===== src/design/assert_macros.svh =====
// Assertion macros shared by the bob deinterlacer RTL.
// Needs only a clock and an active-low reset at the point of use.
`ifndef ASSERT_MACROS_SVH
`define ASSERT_MACROS_SVH

`ifndef NO_ASSERTIONS
// Property that must hold at every clock edge outside reset.
`define BOBDI_ASSERT(label, clk, rst_n, prop, msg) \
    label: assert property (@(posedge clk) disable iff (!rst_n) prop) else $error(msg);
// Condition that must never be true outside reset.
`define BOBDI_ASSERT_NEVER(label, clk, rst_n, cond, msg) \
    label: assert property (@(posedge clk) disable iff (!rst_n) !(cond)) else $error(msg);
`else
`define BOBDI_ASSERT(label, clk, rst_n, prop, msg)
`define BOBDI_ASSERT_NEVER(label, clk, rst_n, cond, msg)
`endif

`endif


===== src/design/bobdi_pkg.sv =====
// Package of the bob deinterlacer: register indexes, reset values and the
// control word passed from the front end to the result emitter. No dependencies.
`default_nettype none

package bobdi_pkg;

    // Configuration register indexes.
    localparam int CFG_IDX_W = 2;
    localparam logic [CFG_IDX_W-1:0] REG_LINE_BYTES   = 2'd0;
    localparam logic [CFG_IDX_W-1:0] REG_FRAME_ROWS   = 2'd1;
    localparam logic [CFG_IDX_W-1:0] REG_BOTTOM_FIELD = 2'd2;

    // Register values after reset.
    localparam int LINE_BYTES_RESET = 2560;
    localparam int FRAME_ROWS_RESET = 480;

    // Per-byte decode: kept byte, first result is an average, result count.
    typedef struct packed {
        logic       kept;
        logic       first_avg;
        logic [1:0] count;
    } bobdi_ctrl_t;

endpackage

`default_nettype wire


===== src/design/bobdi_if.sv =====
// Stream interfaces of the bob deinterlacer: source pixel bytes in and
// placed result bytes out. Valid/ready handshake; no other dependencies.
`default_nettype none

interface bobdi_pixel_if;
    logic       valid;
    logic       ready;
    logic [7:0] pixel_byte;

    modport source (output valid, output pixel_byte, input ready);
    modport sink   (input valid, input pixel_byte, output ready);
endinterface


`default_nettype wire


===== src/design/bobdi_front.sv =====
// Front end of the bob deinterlacer: configuration registers, raster
// position counters and per-byte result decode. Uses bobdi_pkg and bobdi_if.
`default_nettype none

module bobdi_front #(
    parameter int MAX_LINE_BYTES = 4096,
    parameter int MAX_ROWS       = 2048,
    parameter int CFG_W          = 13
) (
    input  logic                                   clk,
    input  logic                                   rst_n,
    input  logic                                   cfg_we,
    input  logic [bobdi_pkg::CFG_IDX_W-1:0]        cfg_index,
    input  logic [CFG_W-1:0]                       cfg_data,
    bobdi_pixel_if.sink                            pixel,
    input  logic                                   slot_free,
    output logic                                   take,
    output bobdi_pkg::bobdi_ctrl_t                 ctrl,
    output logic [$clog2(MAX_ROWS)-1:0]            first_row,
    output logic [$clog2(MAX_LINE_BYTES)-1:0]      col,
    output logic [7:0]                             pix
);

    import bobdi_pkg::*;

    localparam int CW   = $clog2(MAX_LINE_BYTES);
    localparam int RW   = $clog2(MAX_ROWS);
    localparam int LBW  = CW + 1;
    localparam int HBW  = RW + 1;
    localparam int HMAX = (MAX_ROWS / 2) * 2;
    localparam int STRIDE_RST =
        (LINE_BYTES_RESET > MAX_LINE_BYTES) ? MAX_LINE_BYTES : LINE_BYTES_RESET;
    localparam int HEIGHT_RST = (FRAME_ROWS_RESET > HMAX) ? HMAX : FRAME_ROWS_RESET;

    logic [LBW-1:0] stride_reg;
    logic [HBW-1:0] height_reg;
    logic           bottom_reg;
    logic [CW-1:0]  col_reg;
    logic [CW-1:0]  col_next;
    logic [RW-1:0]  row_reg;
    logic [RW-1:0]  row_next;

    logic [LBW-1:0] stride_in;
    logic [LBW-1:0] stride_clamped;
    logic [HBW-1:0] height_in;
    logic [HBW-1:0] height_clamped;

    logic           col_over;
    logic [CW-1:0]  col_cur;
    logic [HBW-1:0] row_inc;
    logic [RW-1:0]  row_cur;
    logic [LBW-1:0] col_inc;
    logic           col_end;
    logic [HBW-1:0] row_step;
    logic           row_zero_pair;
    logic           last_pair;

    // Out-of-range stride and height are clamped as they are written.
    always_comb
    begin
        stride_in = cfg_data[LBW-1:0];
        if (stride_in == '0)
            stride_clamped = LBW'(1);
        else if (stride_in > LBW'(MAX_LINE_BYTES))
            stride_clamped = LBW'(MAX_LINE_BYTES);
        else
            stride_clamped = stride_in;

        height_in = {cfg_data[HBW-1:1], 1'b0};
        if (height_in == '0)
            height_clamped = HBW'(2);
        else if (height_in > HBW'(HMAX))
            height_clamped = HBW'(HMAX);
        else
            height_clamped = height_in;
    end

    always_ff @(posedge clk or negedge rst_n)
    begin
        if (!rst_n)
        begin
            stride_reg <= LBW'(STRIDE_RST);
            height_reg <= HBW'(HEIGHT_RST);
            bottom_reg <= 1'b0;
        end
        else if (cfg_we)
        begin
            unique case (cfg_index)
                REG_LINE_BYTES:   stride_reg <= stride_clamped;
                REG_FRAME_ROWS:   height_reg <= height_clamped;
                REG_BOTTOM_FIELD: bottom_reg <= cfg_data[0];
                default:          ;
            endcase
        end
    end

    // Position of this byte, with counters left beyond a shrunken geometry
    // folded back to the next row or a new frame, and position of the next byte.
    always_comb
    begin
        col_over = {1'b0, col_reg} >= stride_reg;
        col_cur  = col_over ? '0 : col_reg;
        row_inc  = {1'b0, row_reg} + HBW'(col_over);
        row_cur  = (row_inc >= height_reg) ? '0 : row_inc[RW-1:0];

        col_inc  = {1'b0, col_cur} + LBW'(1);
        col_end  = col_inc >= stride_reg;
        row_step = {1'b0, row_cur} + HBW'(1);
        if (!col_end)
        begin
            col_next = col_inc[CW-1:0];
            row_next = row_cur;
        end
        else
        begin
            col_next = '0;
            row_next = (row_step >= height_reg) ? '0 : row_step[RW-1:0];
        end
    end

    always_ff @(posedge clk or negedge rst_n)
    begin
        if (!rst_n)
        begin
            col_reg <= '0;
            row_reg <= '0;
        end
        else if (take)
        begin
            col_reg <= col_next;
            row_reg <= row_next;
        end
    end

    // Result decode. The results of one byte go to consecutive rows starting
    // at first_row; only the first of them can be an average.
    always_comb
    begin
        row_zero_pair  = row_cur[RW-1:1] == '0;
        last_pair      = {1'b0, row_cur} == (height_reg - HBW'(2));
        ctrl.kept      = row_cur[0] == bottom_reg;
        ctrl.first_avg = !row_zero_pair;
        first_row      = row_zero_pair ? '0 : row_cur - RW'(1);
        if (bottom_reg)
            ctrl.count = 2'd2;
        else
            ctrl.count = (row_zero_pair ? 2'd1 : 2'd2) + {1'b0, last_pair};
    end

    assign pixel.ready = slot_free;
    assign take        = pixel.valid && slot_free;
    assign col         = col_cur;
    assign pix         = pixel.pixel_byte;

endmodule

`default_nettype wire


===== src/flat_wrapper.sv =====
// flat-port wrapper written by rule: the top's interface ports become plain ports
module bobdi_front_flat import bobdi_pkg::*;
#(
    parameter int MAX_LINE_BYTES = 4096,
    parameter int MAX_ROWS       = 2048,
    parameter int CFG_W          = 13
)
  (clk, rst_n, cfg_we, cfg_index, cfg_data, slot_free, take, ctrl, first_row, col, pix, pixel_valid, pixel_pixel_byte, pixel_ready);
  bobdi_pixel_if pixel_i ();
  input  logic clk;
  input  logic rst_n;
  input  logic cfg_we;
  input  logic [bobdi_pkg::CFG_IDX_W-1:0] cfg_index;
  input  logic [CFG_W-1:0] cfg_data;
  input  logic slot_free;
  output logic take;
  output bobdi_pkg::bobdi_ctrl_t ctrl;
  output logic [$clog2(MAX_ROWS)-1:0] first_row;
  output logic [$clog2(MAX_LINE_BYTES)-1:0] col;
  output logic [7:0] pix;
  input wire logic [$bits(pixel_i.valid)-1:0] pixel_valid;
  input wire logic [$bits(pixel_i.pixel_byte)-1:0] pixel_pixel_byte;
  output wire logic [$bits(pixel_i.ready)-1:0] pixel_ready;
  assign pixel_i.valid = pixel_valid;
  assign pixel_i.pixel_byte = pixel_pixel_byte;
  assign pixel_ready = pixel_i.ready;
  bobdi_front #(.MAX_LINE_BYTES(MAX_LINE_BYTES), .MAX_ROWS(MAX_ROWS), .CFG_W(CFG_W)) u_core (.clk(clk), .rst_n(rst_n), .cfg_we(cfg_we), .cfg_index(cfg_index), .cfg_data(cfg_data), .pixel(pixel_i), .slot_free(slot_free), .take(take), .ctrl(ctrl), .first_row(first_row), .col(col), .pix(pix));
endmodule

===== config.mk =====
export PLATFORM = sky130hd
export DESIGN_NAME = bobdi_front_flat
export DESIGN_NICKNAME = d
export VERILOG_FILES = /design/src/design/assert_macros.svh /design/src/design/bobdi_pkg.sv /design/src/design/bobdi_if.sv /design/src/design/bobdi_front.sv /design/src/flat_wrapper.sv
export SDC_FILE = /design/constraint.sdc
export NUM_CORES = 1
export LEC_CHECK = 0
export ABC_AREA = 1
export BUFFER_PORTS_ARGS = -buffer_cell sky130_fd_sc_hd__buf_2
export CAP_MARGIN = 5
export CORE_ASPECT_RATIO = 2
export CORE_MARGIN = 2
export CORE_UTILIZATION = 59
export DETAILED_ROUTE_END_ITERATION = 8
export GPL_TIMING_DRIVEN = 0
export PLACE_DENSITY_LB_ADDON = 0.08
export SYNTH_ARGS = -nofsm -noshare
export SYNTH_HDL_FRONTEND = slang
export SYNTH_SLANG_ARGS = --single-unit

===== constraint.sdc =====
create_clock -name clk -period 6.1 [get_ports clk]
set_input_delay 0.305 -clock clk [delete_from_list [all_inputs] [get_ports clk]]
set_output_delay 0.305 -clock clk [all_outputs]
set_load 0.01 [all_outputs]

======== Word level (Yosys, flattened, before mapping) ========
Index checks and enable logic that the tools add are counted.
cells by class
  add/subtract/negate cells ............... 6
  magnitude comparators ................... 6
  equality and inequality tests ........... 4
  muxes and demuxes ....................... 12
  reductions and logical operators ........ 9
operators by type and width
  operator                                                              number
  12-bit two-way mux                                                    4
  11-bit two-way mux                                                    4
  13-bit two-way mux                                                    2
  12-bit >= comparator                                                  2
  12-bit by 1-bit adder with 13-bit output, second input constant       1
  12-bit by 13-bit >= comparator with 1-bit output                      1
  13-bit >= comparator                                                  1
  13-bit greater-than comparator, second input constant                 1
  13-bit logical NOT                                                    1
  11-bit by 1-bit adder with 12-bit output                              1
  11-bit by 1-bit adder with 12-bit output, second input constant       1
  11-bit by 12-bit == test with 1-bit output                            1
  12-bit greater-than comparator, second input constant                 1
  12-bit by 2-bit subtractor with 12-bit output, second input constant  1
  11-bit logical NOT                                                    1
  11-bit by 1-bit subtractor with 11-bit output, second input constant  1
  10-bit logical NOT                                                    1
  2-bit AND reduction                                                   3
  2-bit two-way mux                                                     2
  2-bit by 1-bit adder with 2-bit output                                1
  2-bit by 1-bit == test with 1-bit output, second input constant       1
  2-bit == test, second input constant                                  1
  2-bit logical NOT                                                     1
  1-bit == test                                                         1
  other kinds (2)                                                       2
storage, ports and cells
  bits in registers ....................... 49
  input bits .............................. 28
  logic and storage cells ................. 42

======== Depth between registers and ports, before layout ========
  word-level depth ........................ 8
  mapped depth ............................ 46

======== Worst setup path after synthesis ========
OpenSTA, ideal clock, no wires.
  path type ............................... register -> register
  from .................................... register u_core.stride_reg[11]
  to ...................................... register u_core.row_reg[10]
  arrival time ............................ 5449 ps
  required time ........................... 5979 ps
  setup slack ............................. 530 ps
  cell stages (with the launch flop) ...... 41
  buffers on the path ..................... 1
  path through ............................ dfstp_2 -> inv_1 -> ha_1 -> nand2_1 -> inv_1 -> nand2_1 -> a21oi_1 -> nor2_4 -> nand2_2 -> buf_2 -> ha_1 -> ha_1 -> nand3_2 -> inv_2 -> nand2_2 -> nor3_4 -> xor2_2 -> ha_1 -> [... 5 more ...] -> nand2_8 -> nor2_4 -> ha_1 -> inv_1 -> nor2_1 -> nand3_1 -> and2_1 -> ha_1 -> nand2_1 -> nor3_1 -> and3_1 -> nor2_1 -> nand2_1 -> nor2_1 -> nand2_1 -> inv_1 -> nand2_1 -> nand2_1
on the way
  cells in the longest elaborated chain, start to end .. 8
  elaborated cells between the ends (all ways) .. 11
  those cells by class .................... add/sub (3); order compare (4); mux (4)
ends and longest elaborated chain
  what                                              RTL line            source
  from (decl)                                       bobdi_front.sv:35   logic [LBW-1:0] stride_reg;
  from (signal assigned)                            bobdi_front.sv:82   stride_reg <= LBW'(STRIDE_RST);
  from (signal assigned)                            bobdi_front.sv:89   REG_LINE_BYTES: stride_reg <= stride_clamped;
  12-bit by 13-bit >= comparator with 1-bit output  bobdi_front.sv:101  col_over = {1'b0, col_reg} >= stride_reg;
  11-bit by 1-bit adder with 12-bit output          bobdi_front.sv:103  row_inc = {1'b0, row_reg} + HBW'(col_over);
  12-bit >= comparator                              bobdi_front.sv:104  row_cur = (row_inc >= height_reg) ? '0 : row_inc[RW-1:0];
  11-bit two-way mux                                bobdi_front.sv:104
  11-bit by 1-bit adder with 12-bit output          bobdi_front.sv:108  row_step = {1'b0, row_cur} + HBW'(1);
  12-bit >= comparator                              bobdi_front.sv:117  row_next = (row_step >= height_reg) ? '0 : row_step[RW-1:0];
  11-bit two-way mux                                bobdi_front.sv:117
  11-bit two-way mux (*)                            bobdi_front.sv:109  if (!col_end)
  to (signal assigned)                              bobdi_front.sv:131  row_reg <= row_next;
  to (decl)                                         bobdi_front.sv:40   logic [RW-1:0] row_reg;
Mark *: on every way between the ends. The rest lies on a longest branch, timed or not.
A chain may end at the register's enable or synchronous reset.

======== Final worst setup path ========
  from .................................... register u_core.stride_reg[11]
  to ...................................... register u_core.row_reg[3]
Same word-level chain as after synthesis.

==> impl_metrics.toml <==
[die]
fp.dieW_microns = 68.18
rows = 46
core_area_sq_um = 7943
ios = 65
die-area_sq_um = 9025
initial_core_util_pct = 61.20
die_h_microns = 132.4

[global_routing]
grt_first_pass_wirelength_mm = 23.76
gr-total-overflow = 0
track_usage_pct = 35.19
antenna_found_initial = 0
grt_pass1_vias = 4956
grt_start_max_net_pins = 49

[sta]
finalHoldViolations = 0
fin_ws_ps = 383.4
setup_violations = 0
slew_viol_final = 0
max_slew_margin_pct = 23.56
skew_ps = 5.076
fin_crit_sh_pct = 93.72
min_period_ps = 5717
clock.fmax_ghz = 0.1749
worst_pin_slew_ps = 1147

[worst_setup_path]
rr_startpoint = "u_core.stride_reg[11]"
required_ps = 6330
worst-path-max-fanout = 8
r2r_slack_ps = 380
crit_arrival_ps = 5950
crit_type = "flip-flop to flip-flop"
r2r_cells = 37
cpMaxStageDelayCell = "dfstp_2"
crit_top_cell = "nand2_1"
worst_path_largest_cell_delay_ps = 520
crit_path_end_kind = "flip-flop"
crit_path_start_kind = "flip-flop"
worstReg2RegEnd = "u_core.row_reg[3]"

[yosys]
ys_warn_count = 0
ys_async_sr_fraction_pct = 100.0
synth_cell_types = 44
synthFlopType = "dfrtp_1"
synth_fp_nets = 779
synth_edf_count = 0
syn_area_sq_um = 4861
ys_ff_latch = 48
ys_seq_area_share_pct = 24.86
syn-instance-count = 697
syn_avg_cell_area_sq_um = 6.974

[pwr]
p_per_area_nw_per_um2 = 368.5
peakVddDrop_uv = 192.0
p_leak_nw = 2.975
power.total_w = 0.002089

[worst_hold_path]
hold_class = "primary input to async pin"

[clock_tree]
tritoncts = "built"
hold_buffers = 0
tritoncts_num_sinks = 48
clk_pin_slew_ps = 70
clockBufferDepth = 2
numCtsBuffers = 5
clock_latency_ps = 290
root_buffer = "clkbuf_16"
cts_htree_levels = 2

[drt]
ant_nets = 0
wl_mm = 14.90
drc = 0
via_per_inst = 5.704
drtIter0Drc = 345
avgRoutedWirePerCell_microns = 17.06
vias = 4980
first_pass_iters = 5

[cells_and_area]
largest_reg_flops = 13
antenna_cells = 0
final_cell_mix = "nand2_1 (145), inv_1 (103), nor2_1 (68)"
final_common_cell = "nand2_1"
layout-drive-gt1-share_pct = 21.49
fillers = 700
syn2layout_area_growth_pct = 16.63
nets = 858

[placement]
pre_cts_ws_ps = -610.7
gp_congestion = 0.9631
hpwl_mm = 11.80
port_buffers = 56

[run]
maxCapViolations = 0

[status]
status = "complete, no violations"
## stage by stage
step	hold slack [ps]	utilization (%)	setup TNS (ps)	area, sq um	std cells
after floorplan	9.409	-	0	4861	697
after global placement	474.6	66.24	-4477	5261	849
after detailed placement	493.7	66.24	-5591	5261	849
after CTS	259.7	69.30	0	5504	861
after global routing	286.0	71.38	-417.3	5669	873
final	222.6	71.38	0	5669	873
## Yosys cell counts (8+ instances only)
| cell | n | area, sq um |
|---|---|---|
| o21ai_0 | 19 | 95.09 |
| xor2_1 | 19 | 166.4 |
| nand2_1 | 151 | 566.8 |
| nand3_1 | 40 | 200.2 |
| inv_1 | 105 | 394.1 |
| ha_1 | 54 | 675.7 |
| dfrtp_1 | 42 | 1051 |
| nor2_1 | 71 | 266.5 |
| buf_4 | 9 | 67.56 |
| a21oi_1 | 24 | 120.1 |
| nor3_1 | 8 | 40.04 |
| o22ai_1 | 24 | 150.1 |
| nor2_2 | 9 | 56.30 |
| nand2_2 | 9 | 56.30 |
| o21ai_1 | 8 | 40.04 |
| inv_2 | 15 | 56.30 |
| nor2_4 | 8 | 90.09 |
| nand4_1 | 23 | 143.9 |
## where the power goes
part / total [W] / internal (W) / switching (W)
registers: 0.000438 / 0.000380 / 0.0000577
logic: 0.00134 / 0.000489 / 0.000847
clock network: 0.000315 / 0.000194 / 0.000121
total: 0.00209 / 0.00106 / 0.00103
## cell families (layout without fill, tap and decap cells)
group,after synthesis,after routing,share of synthesized area [%]
AND/OR/NAND/NOR,340,340,33.54
buffers and inverters,138,218,11.51
AO/OA/AOI/OAI,89,89,10.68
adder cells (fa/ha/maj),54,54,13.90
flip-flops,48,48,24.86
XOR/XNOR,28,28,5.508
## per-layer routing
metal | share of wire, % | GRT usage, %
met1 | 32 | 33.79
met2 | 55 | 62.78
met3 | 4.4 | 5.551
met4 | 8.3 | 26.00
met5 | 0 | 0
## worst max path at each step
stage | startpoint | to | slack, ps | cells after the start
CTS | u_core.stride_reg[11] | u_core.row_reg[5] | 20 | 40
global route | u_core.stride_reg[11] | u_core.row_reg[3] | -90 | 42
floorplan | u_core.stride_reg[11] | u_core.row_reg[10] | 530 | 40
global placement | u_core.stride_reg[11] | u_core.row_reg[5] | -500 | 40
finish | u_core.stride_reg[11] | u_core.row_reg[3] | 380 | 37
detailed placement | u_core.stride_reg[11] | u_core.row_reg[4] | -610 | 38
## critical path: cells and delay by family (launching register included)
kind	cells	cell delay (ps)
and+or+nand+nor	23	2430
adders and majority gates	6	1500
xor gates and xnor gates	2	740
DFF	1	520
buffers and inverters	6	460
## area by class of cell
type	instances	area [sq um]	area share [%]
flip-flops and latches	48	1209	21.32
multi-input cells	511	3211	56.63
inverters	123	471.7	8.320
clock inverters	1	30.03	0.5297
clock buffers	7	132.6	2.339
repair buffers	73	407.9	7.195
plain buffers	14	87.58	1.545
well taps	96	120.1	2.119
## timing repair
item / CTS / global route
endpoints found under the setup margin: 11 / 12
buffers inserted: 4 / 13
pin swaps: 3 / 7
gates cloned: 0 / 0
resized for setup: 14 / 18
No activity file was read; power rests on OpenSTA's default activity.
