File: src/design/assert_macros.svh
// Assertion macros shared by the bob deinterlacer RTL.
// Needs only a clock and an active-low reset at the point of use.
`ifndef ASSERT_MACROS_SVH
`define ASSERT_MACROS_SVH

`ifndef NO_ASSERTIONS
// Property that must hold at every clock edge outside reset.
`define BOBDI_ASSERT(label, clk, rst_n, prop, msg) \
    label: assert property (@(posedge clk) disable iff (!rst_n) prop) else $error(msg);
// Condition that must never be true outside reset.
`define BOBDI_ASSERT_NEVER(label, clk, rst_n, cond, msg) \
    label: assert property (@(posedge clk) disable iff (!rst_n) !(cond)) else $error(msg);
`else
`define BOBDI_ASSERT(label, clk, rst_n, prop, msg)
`define BOBDI_ASSERT_NEVER(label, clk, rst_n, cond, msg)
`endif

`endif

File: src/design/bobdi_pkg.sv
// Package of the bob deinterlacer: register indexes, reset values and the
// control word passed from the front end to the result emitter. No dependencies.
`default_nettype none

package bobdi_pkg;

    // Configuration register indexes.
    localparam int CFG_IDX_W = 2;
    localparam logic [CFG_IDX_W-1:0] REG_LINE_BYTES   = 2'd0;
    localparam logic [CFG_IDX_W-1:0] REG_FRAME_ROWS   = 2'd1;
    localparam logic [CFG_IDX_W-1:0] REG_BOTTOM_FIELD = 2'd2;

    // Register values after reset.
    localparam int LINE_BYTES_RESET = 2560;
    localparam int FRAME_ROWS_RESET = 480;

    // Per-byte decode: kept byte, first result is an average, result count.
    typedef struct packed {
        logic       kept;
        logic       first_avg;
        logic [1:0] count;
    } bobdi_ctrl_t;

endpackage

`default_nettype wire

File: src/design/bobdi_if.sv
// Stream interfaces of the bob deinterlacer: source pixel bytes in and
// placed result bytes out. Valid/ready handshake; no other dependencies.
`default_nettype none


interface bobdi_result_if #(
    parameter int MAX_LINE_BYTES = 4096,
    parameter int MAX_ROWS       = 2048
);
    logic                        valid;
    logic                        ready;
    logic [7:0]                  out_value;
    logic [$clog2(MAX_ROWS)-1:0] out_row;
    logic [$clog2(MAX_LINE_BYTES)-1:0] out_col;
    logic                        last_of_run;

    modport source (output valid, output out_value, output out_row, output out_col,
                    output last_of_run, input ready);
    modport sink   (input valid, input out_value, input out_row, input out_col,
                    input last_of_run, output ready);
endinterface

`default_nettype wire

File: src/design/bobdi_emit.sv
// Result emitter of the bob deinterlacer: a holding stage that waits for the
// line store read, and an output stage that issues one result per cycle while ready.
`default_nettype none

module bobdi_emit #(
    parameter int MAX_LINE_BYTES = 4096,
    parameter int MAX_ROWS       = 2048
) (
    input  logic                              clk,
    input  logic                              rst_n,
    input  logic                              load,
    input  bobdi_pkg::bobdi_ctrl_t            ctrl,
    input  logic [$clog2(MAX_ROWS)-1:0]       first_row,
    input  logic [$clog2(MAX_LINE_BYTES)-1:0] col,
    input  logic [7:0]                        pix,
    input  logic [7:0]                        prev_pix,
    output logic                              slot_free,
    bobdi_result_if.source                    result
);

    import bobdi_pkg::*;

    localparam int CW = $clog2(MAX_LINE_BYTES);
    localparam int RW = $clog2(MAX_ROWS);

    // Holding stage: waits for the line store read of the previous row's byte.
    logic          b_valid_reg;
    bobdi_ctrl_t   b_ctrl_reg;
    logic [RW-1:0] b_row_reg;
    logic [CW-1:0] b_col_reg;
    logic [7:0]    b_pix_reg;

    // Output stage.
    logic          c_valid_reg;
    logic [1:0]    c_left_reg;
    logic [RW-1:0] c_row_reg;
    logic [CW-1:0] c_col_reg;
    logic [7:0]    c_pix_reg;
    logic [7:0]    c_val_reg;

    logic          out_take;
    logic          c_last;
    logic          c_free;
    logic          b_move;
    logic [8:0]    avg_sum;

    assign out_take  = result.valid && result.ready;
    assign c_last    = c_left_reg == 2'd0;
    assign c_free    = !c_valid_reg || (out_take && c_last);
    assign b_move    = b_valid_reg && c_free;
    assign slot_free = !b_valid_reg || b_move;
    assign avg_sum   = {1'b0, b_pix_reg} + {1'b0, prev_pix};

    // Stage occupancy and remaining result count.
    always_ff @(posedge clk or negedge rst_n)
    begin
        if (!rst_n)
        begin
            b_valid_reg <= 1'b0;
            c_valid_reg <= 1'b0;
            c_left_reg  <= 2'd0;
        end
        else
        begin
            if (load)
                b_valid_reg <= 1'b1;
            else if (b_move)
                b_valid_reg <= 1'b0;

            if (b_move)
            begin
                c_valid_reg <= 1'b1;
                c_left_reg  <= b_ctrl_reg.count - 2'd1;
            end
            else if (out_take)
            begin
                if (c_last)
                    c_valid_reg <= 1'b0;
                c_left_reg <= c_left_reg - 2'd1;
            end
        end
    end

    // Payload; after each transaction the row steps and the value turns to the copy.
    always_ff @(posedge clk)
    begin
        if (load)
        begin
            b_ctrl_reg <= ctrl;
            b_row_reg  <= first_row;
            b_col_reg  <= col;
            b_pix_reg  <= pix;
        end
        if (b_move)
        begin
            c_row_reg <= b_row_reg;
            c_col_reg <= b_col_reg;
            c_pix_reg <= b_pix_reg;
            c_val_reg <= b_ctrl_reg.first_avg ? avg_sum[8:1] : b_pix_reg;
        end
        else if (out_take)
        begin
            c_row_reg <= c_row_reg + RW'(1);
            c_val_reg <= c_pix_reg;
        end
    end

    assign result.valid       = c_valid_reg;
    assign result.out_value   = c_val_reg;
    assign result.out_row     = c_row_reg;
    assign result.out_col     = c_col_reg;
    assign result.last_of_run = c_last;

endmodule

`default_nettype wire

File: src/flat_wrapper.sv
// flat-port wrapper written by rule: the top's interface ports become plain ports
module bobdi_emit_flat import bobdi_pkg::*;
#(
    parameter int MAX_LINE_BYTES = 4096,
    parameter int MAX_ROWS       = 2048
)
  (clk, rst_n, load, ctrl, first_row, col, pix, prev_pix, slot_free, result_valid, result_out_value, result_out_row, result_out_col, result_last_of_run, result_ready);
  bobdi_result_if #(.MAX_LINE_BYTES(MAX_LINE_BYTES), .MAX_ROWS(MAX_ROWS)) result_i ();
  input  logic clk;
  input  logic rst_n;
  input  logic load;
  input  bobdi_pkg::bobdi_ctrl_t ctrl;
  input  logic [$clog2(MAX_ROWS)-1:0] first_row;
  input  logic [$clog2(MAX_LINE_BYTES)-1:0] col;
  input  logic [7:0] pix;
  input  logic [7:0] prev_pix;
  output logic slot_free;
  output wire logic [$bits(result_i.valid)-1:0] result_valid;
  output wire logic [$bits(result_i.out_value)-1:0] result_out_value;
  output wire logic [$bits(result_i.out_row)-1:0] result_out_row;
  output wire logic [$bits(result_i.out_col)-1:0] result_out_col;
  output wire logic [$bits(result_i.last_of_run)-1:0] result_last_of_run;
  input wire logic [$bits(result_i.ready)-1:0] result_ready;
  assign result_valid = result_i.valid;
  assign result_out_value = result_i.out_value;
  assign result_out_row = result_i.out_row;
  assign result_out_col = result_i.out_col;
  assign result_last_of_run = result_i.last_of_run;
  assign result_i.ready = result_ready;
  bobdi_emit #(.MAX_LINE_BYTES(MAX_LINE_BYTES), .MAX_ROWS(MAX_ROWS)) u_core (.clk(clk), .rst_n(rst_n), .load(load), .ctrl(ctrl), .first_row(first_row), .col(col), .pix(pix), .prev_pix(prev_pix), .slot_free(slot_free), .result(result_i));
endmodule
File: config.mk
export PLATFORM = sky130hd
export DESIGN_NAME = bobdi_emit_flat
export DESIGN_NICKNAME = d
export VERILOG_FILES = /design/src/design/assert_macros.svh /design/src/design/bobdi_pkg.sv /design/src/design/bobdi_if.sv /design/src/design/bobdi_emit.sv /design/src/flat_wrapper.sv
export SDC_FILE = /design/constraint.sdc
export NUM_CORES = 1
export LEC_CHECK = 0
export BUFFER_PORTS_ARGS = -buffer_cell sky130_fd_sc_hd__buf_4
export CAP_MARGIN = 20
export CORE_UTILIZATION = 55
export CTS_CLUSTER_DIAMETER = 200
export DETAILED_ROUTE_END_ITERATION = 10
export GPL_TIMING_DRIVEN = 1
export MAX_ROUTING_LAYER = met4
export PLACE_DENSITY = 0.87
export SLEW_MARGIN = 15
export SYNTH_ARGS = -nofsm -noshare
export SYNTH_HDL_FRONTEND = slang
export SYNTH_SLANG_ARGS = --single-unit
export TNS_END_PERCENT = 20
File: constraint.sdc
create_clock -name clk -period 4.98 [get_ports clk]
set_input_delay 0.498 -clock clk [delete_from_list [all_inputs] [get_ports clk]]
set_output_delay 0.498 -clock clk [all_outputs]
set_load 0.005 [all_outputs]
# Word-level counts from Yosys, hierarchy flattened
# Cells that the tools add are included.
# W data, S select, Z words.
[totals] ff_bits=77 elab_cells=40
[classes] addsub=4 mux=12 n_reduce_logical=12
[ops] op="$mux W8" count=3
[ops] op="$mux W11" count=2
[ops] op="$add A11 B1 Y11 const B" count=1
[ops] op="$add A8 B8 Y9" count=1
[ops] op="$reduce_bool A2 Y1" count=3
[ops] op="$mux W1" count=5
[ops] op="$mux W2" count=2
[ops] op="$sub A2 B1 Y2 const B" count=2
[ops] op="$logic_and A1 B1 Y1" count=3
[ops] op="$logic_not A1 Y1" count=2
[ops] op="$logic_not A2 Y1" count=1
[ops] op="$logic_or A1 B1 Y1" count=2
[ops] op="$reduce_and A2 Y1" count=1

# Longest topological paths before layout
# Gate-level depths: netlist of run 1.
[logic_depth] word_depth=6 mapped_depth=7

# Least setup slack after synthesis of run 1
# Ideal clock, no wire load.
[synth_timing] path_kind="reg2reg" startpoint="register u_core.c_valid_reg (netlist: u_core.result.valid)" endpoint="register u_core.c_row_reg[0] (netlist: u_core.result.out_row[0]) (enable)" setup_time_ps=426 t_arrival_ps=1935 required_ps=4554 path_slack_ps=2619 path_stages_with_launch=2 n_path_buf=0 period_less_slack_ps=2361 path_cell_list="dfrtp_1 o21ai_0"
[synth_between] elab_chain_cells=5 elab_cells_between_ends=6 cone_classes="reduce/logical: 6"
[synth_lines] element="from (decl)" line_no="bobdi_emit.sv:34" rtl="logic c_valid_reg;"
[synth_lines] element="from (signal assigned)" line_no="bobdi_emit.sv:60" rtl="c_valid_reg <= 1'b0;"
[synth_lines] element="from (signal assigned)" line_no="bobdi_emit.sv:72" rtl="c_valid_reg <= 1'b1;"
[synth_lines] element="from (signal assigned)" line_no="bobdi_emit.sv:78" rtl="c_valid_reg <= 1'b0;"
[synth_lines] element="$logic_and A1 B1 Y1" line_no="bobdi_emit.sv:47" rtl="assign out_take = result.valid && result.ready;"
[synth_lines] element="$logic_and A1 B1 Y1" line_no="bobdi_emit.sv:49" rtl="assign c_free = !c_valid_reg || (out_take && c_last);"
[synth_lines] element="$logic_or A1 B1 Y1" line_no="bobdi_emit.sv:49"
[synth_lines] element="$logic_and A1 B1 Y1" line_no="bobdi_emit.sv:50" rtl="assign b_move = b_valid_reg && c_free;"
[synth_lines] element="$reduce_bool A2 Y1 (no line) (*)"
[synth_lines] element="to (signal assigned)" line_no="bobdi_emit.sv:96" rtl="c_row_reg <= b_row_reg;"
[synth_lines] element="to (signal assigned)" line_no="bobdi_emit.sv:103" rtl="c_row_reg <= c_row_reg + RW'(1);"
[synth_lines] element="to (decl)" line_no="bobdi_emit.sv:36" rtl="logic [RW-1:0] c_row_reg;"
# Mark *: on every way between the ends. The rest lies on a longest branch, timed or not.
# A chain may end at the register's enable or synchronous reset.

# Worst setup path after layout of run 1
[layout_timing] startpoint="register u_core.b_pix_reg[4]" endpoint="register u_core.c_val_reg[6] (netlist: u_core.result.out_value[6]) (data pin)"
[layout_between] elab_chain_cells=3
[layout_lines] element="from (decl)" line_no="bobdi_emit.sv:31" rtl="logic [7:0] b_pix_reg;"
[layout_lines] element="from (signal assigned)" line_no="bobdi_emit.sv:92" rtl="b_pix_reg <= pix;"
[layout_lines] element="$add A8 B8 Y9" line_no="bobdi_emit.sv:52" rtl="assign avg_sum = {1'b0, b_pix_reg} + {1'b0, prev_pix};"
[layout_lines] element="$mux W8" line_no="bobdi_emit.sv:99" rtl="c_val_reg <= b_ctrl_reg.first_avg ? avg_sum[8:1] : b_pix_reg;"
[layout_lines] element="$mux W8" line_no="bobdi_emit.sv:94" rtl="if (b_move)"
[layout_lines] element="to (signal assigned)" line_no="bobdi_emit.sv:99"
[layout_lines] element="to (signal assigned)" line_no="bobdi_emit.sv:104" rtl="c_val_reg <= c_pix_reg;"
[layout_lines] element="to (decl)" line_no="bobdi_emit.sv:39" rtl="logic [7:0] c_val_reg;"
# Every way passes these cells.

==> summary.txt, run 1 <==
Die width -> 77.6 um
Total negative slack -> 0 ps
WP data arrival -> 2340 ps
Multi-input logic area -> 806 um^2
GP Congestion -> 0.862
Largest net degree at the start of global routing -> 36
Max clock buf depth -> 2
H-tree depth -> 3
Critical path endpoint -> u_core.result.out_value[6]
Syn Std Cell Area -> 3140 um^2
Total congestion overflow -> 0
Critical path required time -> 5080 ps
Sequential share of the synthesized area -> 72.9%
Final WL -> 5780 um
DRT iter0 DRCs -> 137
Status -> complete, no violations
Comb power frac -> 25.6%
Critical register-to-register path endpoint -> u_core.result.out_value[6]
Clock transition at the registers of the reported paths -> 90 ps
Fillers -> 376
RSZ-0062 raised after global routing -> no
Crit-path cells -> ha_1 > a21o_1 > a31o_1 > or3_1 > a311oi_2 > nor2_1
# port buffers -> 79
Internal power -> 0.00132 W
Pleak -> 1.62 nW
Worst-margin pin slew -> 443 ps
CTS Buf Count -> 9
Root buf cell -> clkbuf_8
M3 GR Usage -> 7.18%
First-pass GRT wire length -> 8870 um
Worst vdd rail ir drop -> 0.000381 V
Vias in the first global route -> 1884
Io pins -> 81
DR pass1 iterations -> 4
FF-to-FF path depth -> 6
Worst Skew -> 5.92 ps
EDFF count, synth -> 73
Non-filler instance count after layout -> 382
Initial antenna violation count -> 0
Avg Inst Size Synth -> 14.6 um^2
Ys async rst share -> 5.19%
Sequential cell area -> 2290 um^2
Share of cells above drive strength 1 -> 33.9%
Psw -> 0.000563 W
CP Max Fanout -> 5
Syn_nets -> 272
Slowest cell delay on critical path -> 460 ps
Setup CP Type -> flop to flop
Startpoint types -> flop
Final core occ -> 73.5%
Met1 usage -> 24.7%
Vias after detailed routing -> 2031
Top FF cell, synth -> edfxtp_1
Gr busiest metal -> met2
Routed length per instance -> 15.1 um
Final setup violation count -> 0
FMAX -> 0.447 GHz
CTS tree -> done
Residual DRC count -> 0
Number of synthesized register bits -> 77
Final antenna-violating net count -> 0
Die Footprint -> 6020 um^2
Placed insts -> 363
Tcrit/Tclk final -> 44.9%
Sw Ratio -> 29.9%
Commonest non-fill, non-tap cell in the layout -> buf_4
Layout area overhead -> 28.7%
Clock sinks -> 77
Initial core utilization -> 57.1%
Final-stage net count -> 361
Grt met2 use -> 32.2%
Commonest non-fill, non-tap cells in the layout -> buf_4 (80), edfxtp_1 (73), nand2_1 (19)
Num rows -> 27
Pwr/cell area -> 465 nW/um^2
Ys Warns -> 0
Core Area -> 5510 um^2
Die Y -> 77.6 um
DP Wirelength -> 3970 um
Maxcap violations -> 0
Final Hold Viols -> 0
Hold Path Class -> input port to flop
Max-slew violation count -> 0
Minimum clock period -> 2240 ps
Flop-to-flop setup slack -> 2740 ps
Relative slew slack -> 70.4%
Setup Fix Bufs, Post-CTS -> 0
Vias per cell -> 5.32
Register share of total power -> 51.3%
Crit path launch -> u_core.b_pix_reg[4]
Antenna Cells -> 0
Hold buffers post-CTS -> 1
Clock Latency Late Sink -> 350 ps
Worst Setup End Kind -> flop
Reg2Reg Launch Point -> u_core.b_pix_reg[4]
Post-synth cell types -> 40
Clock network fraction of design power -> 23.0%
Post-Syn Instances -> 216
Total GRT Usage -> 21.0%
Slowest-stage cell, CP -> edfxtp_1
CTS-repair resized insts -> 0
[kinds of logic after synthesis]
| logic type | count (synthesis) | synth area share [%] |
|---|---|---|
| muxes | 3 | 0.995 |
| AOI/OAI and AO/OA | 45 | 8.60 |
| buffers and inverters | 12 | 1.67 |
| DFF | 77 | 72.9 |
| xor gates and xnor gates | 11 | 3.07 |
| and+or+nand+nor | 59 | 8.92 |
| adders and majority gates | 9 | 3.82 |
[per-layer routing]
layer | routed length [um] | vias to the layer above
li1 | - | 990
met1 | 2460 | 958
met2 | 2860 | 67
met3 | 292 | 16
met4 | 163 | 0
met5 | 0 | -
[synth_stat cells (all sizes together) (2+ instances only)]
master / instances / area, um^2
nor2: 15 / 56.3
xnor2: 4 / 35.0
ha: 8 / 100
and3: 5 / 31.3
inv: 7 / 26.3
buf: 4 / 22.5
edfxtp: 73 / 2190
or3: 3 / 20.0
xor2: 7 / 61.3
nand4: 2 / 12.5
mux2i: 2 / 20.0
o21ai: 15 / 75.1
a21oi: 17 / 85.1
o21a: 2 / 15.0
nand2: 19 / 71.3
a21o: 2 / 15.0
nor2b: 2 / 12.5
nand3: 7 / 35.0
dfrtp: 4 / 100
[per-stage QoR]
step / area (um^2) / total power (W) / hold WS, ps / setup WS, ps
after floorplan: 3140 / 0.00121 / 202 / 2620
after global placement: 3810 / 0.00142 / 293 / 2390
after detailed placement: 3810 / 0.00144 / 295 / 2300
after CTS: 4010 / 0.00187 / 302 / 2470
after global routing: 4050 / 0.00198 / 292 / 2660
final: 4050 / 0.00188 / 313 / 2740
[power groups by stage]
stage / logic [W] / registers [W] / clock network, W
global route: 0.000530 / 0.000980 / 0.000464
finish: 0.000482 / 0.000966 / 0.000434
CTS: 0.000466 / 0.000967 / 0.000439
detailed placement: 0.000463 / 0.000982 / 0
floorplan: 0.000238 / 0.000969 / 0
global placement: 0.000446 / 0.000971 / 0
[critical path, delay by kind of cell, from the launching register on]
family / cells / cell delay (ps)
flip-flops: 1 / 460
AO/OA/AOI/OAI: 3 / 750
adder cells (fa/ha/maj): 1 / 370
AND/OR/NAND/NOR: 2 / 420
[worst min-delay path by stage]
stage                 from             endpoint  slack [ps]  depth (start not counted)
global placement     rst_n  u_core.result.valid         290                          1
CTS                 col[6]  u_core.b_col_reg[6]         300                          1
finish              pix[5]  u_core.b_pix_reg[5]         310                          1
detailed placement   rst_n  u_core.result.valid         300                          1
floorplan            rst_n   u_core.b_valid_reg         200                          0
global route        col[6]  u_core.b_col_reg[6]         290                          1
[cell type report]
cell class | instances | area share, %
tap | 72 | 2.23
clock buffer | 9 | 3.06
sequential | 77 | 56.7
multi-input combinational | 127 | 19.9
timing repair buffer | 83 | 16.1
inverter | 7 | 0.650
clock inverter | 7 | 1.42
Note: power is estimated with default switching activity, not from simulation.
==> inputs of run 2 (changes only) <==
Settings changed: ABC_AREA set to 1, CORE_UTILIZATION 55 to 53, PLACE_DENSITY 0.87 to 0.84.
Clock period 4.98 ns to 2.1 ns, I/O delays scaled along.
==> summary.txt, run 2 <==
Maxcap violations -> 0 (unchanged)
Critical path required time -> 2190 ps (-2890 ps)
Ys async rst share -> 5.19% (unchanged)
Count leader, synth -> nand2_1
Commonest non-fill, non-tap cell in the layout -> buf_4
Total negative slack -> 0 ps (unchanged)
Minimum clock period -> 1730 ps (-505 ps)
Most used cell along the critical path -> nand2_1
Sw Ratio -> 31.9% (+2.0 points)
Clock sinks -> 77 (unchanged)
Final worst slack -> 369 ps (-2380 ps)
Die Footprint -> 6560 um^2 (+8.9%)
Antenna Cells -> 0 (unchanged)
Max clock buf depth -> 2 (unchanged)
Syn Std Cell Area -> 3310 um^2 (+5.2%)
Layout area overhead -> 25.8%
DP Wirelength -> 4330 um (+8.8%)
First-pass GRT wire length -> 9870 um (+11%)
Slowest cell delay on critical path -> 430 ps (-30 ps)
Share of cells above drive strength 1 -> 28.9% (-5.0 points)
Placed insts -> 428 (+18%)
Relative slew slack -> 67.6% (-2.8 points)
DR pass1 iterations -> 4 (unchanged)
Routed length per instance -> 13.8 um (-9.1%)
Worst-margin pin slew -> 486 ps (+42.4 ps)
WP data arrival -> 1820 ps (-520 ps)
Total GRT Usage -> 21.2% (+0.27 points)
Tcrit/Tclk final -> 82.4% (+38 points)
Hold buffers post-CTS -> 1 (unchanged)
Avg Inst Size Synth -> 11.9 um^2 (-18%)
RSZ-0062 raised after global routing -> no
Internal power -> 0.00313 W (+140%)
Final antenna-violating net count -> 0 (unchanged)
Syn_nets -> 333 (+22%)
Total power draw -> 0.00460 W (+140%)
Final WL -> 6120 um (+5.8%)
Post-synth cell types -> 29 (-28%)
Startpoint types -> flop
Vias per cell -> 4.96 (-6.8%)
CTS-repair resized insts -> 0 (unchanged)
# port buffers -> 79 (unchanged)
Largest net degree at the start of global routing -> 38 (+5.6%)
Core Area -> 5960 um^2 (+8.2%)
DRT iter0 DRCs -> 133 (-2.9%)
Pwr/cell area -> 1110 nW/um^2 (+140%)
Final Hold Viols -> 0 (unchanged)
Final-stage net count -> 421 (+17%)
Worst Skew -> 9.87 ps (+3.95 ps)
Worst Setup End Kind -> flop
Number of synthesized register bits -> 77 (unchanged)
Post-Syn Instances -> 277 (+28%)
Io pins -> 81 (unchanged)
Register share of total power -> 50.4% (-0.9 points)
Comb power frac -> 27.7% (+2.1 points)
Setup Fix Bufs, Post-CTS -> 0 (unchanged)
Clock Latency Late Sink -> 340 ps (about the same)
Clock transition at the registers of the reported paths -> 90 ps (about the same)
Residual DRC count -> 0 (unchanged)
CTS tree -> done
Area share of the largest cell type after synthesis -> 66.3% (-3.5 points)
Initial antenna violation count -> 0 (unchanged)
CP Max Fanout -> 4 (-1)
Num rows -> 28 (+3.7%)
Crit-path cells -> ha_1 > a21oi_1 > nand2_1 > nand2_1 > nand2_1 > nand2_1 > nand3_1 > nand2_1 > nand2_1
Vias after detailed routing -> 2206 (+8.6%)
Setup CP Type -> flop to flop
Root buf cell -> clkbuf_8
Top FF cell, synth -> edfxtp_1
Commonest non-fill, non-tap cells in the layout -> buf_4 (80), nand2_1 (79), edfxtp_1 (73)
Total congestion overflow -> 0 (unchanged)
Die Y -> 81.0 um (+4.4%)
Status -> complete, no violations
Top cells by area, synth -> edfxtp_1 (66%), nand2_1 (9.0%), inv_1 (3.3%), dfrtp_1 (3.0%), ha_1 (3.0%)
EDFF count, synth -> 73 (unchanged)
Ys Warns -> 0 (unchanged)
Worst vdd rail ir drop -> 0.000635 V (+67%)
Non-filler instance count after layout -> 445 (+16%)
Die width -> 81.0 um (+4.4%)
CTS Buf Count -> 9 (unchanged)
Sequential share of the synthesized area -> 69.3% (-3.6 points)
Max-slew violation count -> 0 (unchanged)
GP Congestion -> 0.880 (+2.2%)
Slowest-stage cell, CP -> edfxtp_1
H-tree depth -> 3 (unchanged)
Final setup violation count -> 0 (unchanged)
FMAX -> 0.578 GHz (+29%)
Hold Path Class -> input port to flop
Psw -> 0.00147 W (+160%)
Clock network fraction of design power -> 22.0% (-1.0 points)
Post-synth top area cell -> edfxtp_1
Synth cell count leaders -> nand2_1 (79), edfxtp_1 (73), inv_1 (29)
Initial core utilization -> 55.5% (-1.6 points)
DP Worst Slack -> 393 ps (-1910 ps)
Pleak -> 1.81 nW (+12%)
Vias in the first global route -> 2173 (+15%)
## run 2: cell families after synthesis
logic type	count (synthesis)	share of synthesized area, %
compound gates	25	4.39
xor+xnor	7	1.85
fa+ha+maj	9	3.63
buf+inv	34	4.50
flops	77	69.3
simple gates	125	16.3
## run 2: power groups by stage
stage / logic (W) / clock network [W] / registers (W)
after floorplan: 0.000731 / 0 / 0.00232
after global placement: 0.00123 / 0 / 0.00232
after detailed placement: 0.00128 / 0 / 0.00235
after CTS: 0.00129 / 0.00103 / 0.00232
after global routing: 0.00145 / 0.00110 / 0.00236
final: 0.00127 / 0.00101 / 0.00232
## run 2: stage by stage
| stage | utilization (%) | hold slack [ps] | cell area (um^2) |
|---|---|---|---|
| finish | 69.8 | 40.0 | 4160 |
| global route | 69.8 | 11.8 | 4160 |
| CTS | 69.8 | 24.2 | 4160 |
| detailed placement | 66.7 | 9.63 | 3970 |
| global placement | 66.7 | 7.58 | 3970 |
| floorplan | - | -85.6 | 3310 |
## run 2: final timing paths
path | from | endpoint | slack (ps) | cells past startpoint
setup / recovery | u_core.b_pix_reg[2] | u_core.result.out_value[4] | 370 | 9
hold / removal | col[11] | u_core.b_col_reg[11] | 40 | 1
setup reg to reg | u_core.b_pix_reg[2] | u_core.result.out_value[4] | 370 | 9
hold reg to reg | u_core.b_col_reg[6] | u_core.result.out_col[6] | 420 | 0
max in group asynchronous | rst_n | u_core.c_left_reg[1] | 1770 | 2
min in group asynchronous | rst_n | u_core.c_left_reg[0] | 220 | 2
## run 2: worst max-delay path, delay by kind of cell (launching register included)
family	cells	cell delay [ps]
fa+ha+maj	1	360
flops	1	430
simple gates	7	530
compound gates	1	170
## run 2: cell type report
class                           instances  area [um^2]
Sequential cell                        77         2290
Fill cell                             461         1800
Multi-Input combinational cell        166          866
Timing Repair Buffer                   81          611
Clock buffer                            9          124
Inverter                               30          118
Tap cell                               75         93.8
Clock inverter                          7         55.1
## run 2: per-layer routing
metal,global-route usage (%),part of all wire [%],vias up
met5,-,0,-
met4,10.4,0.57,0
met3,4.61,5.4,4
met2,34.0,52,66
met1,25.5,42,1011
li1,-,-,1125
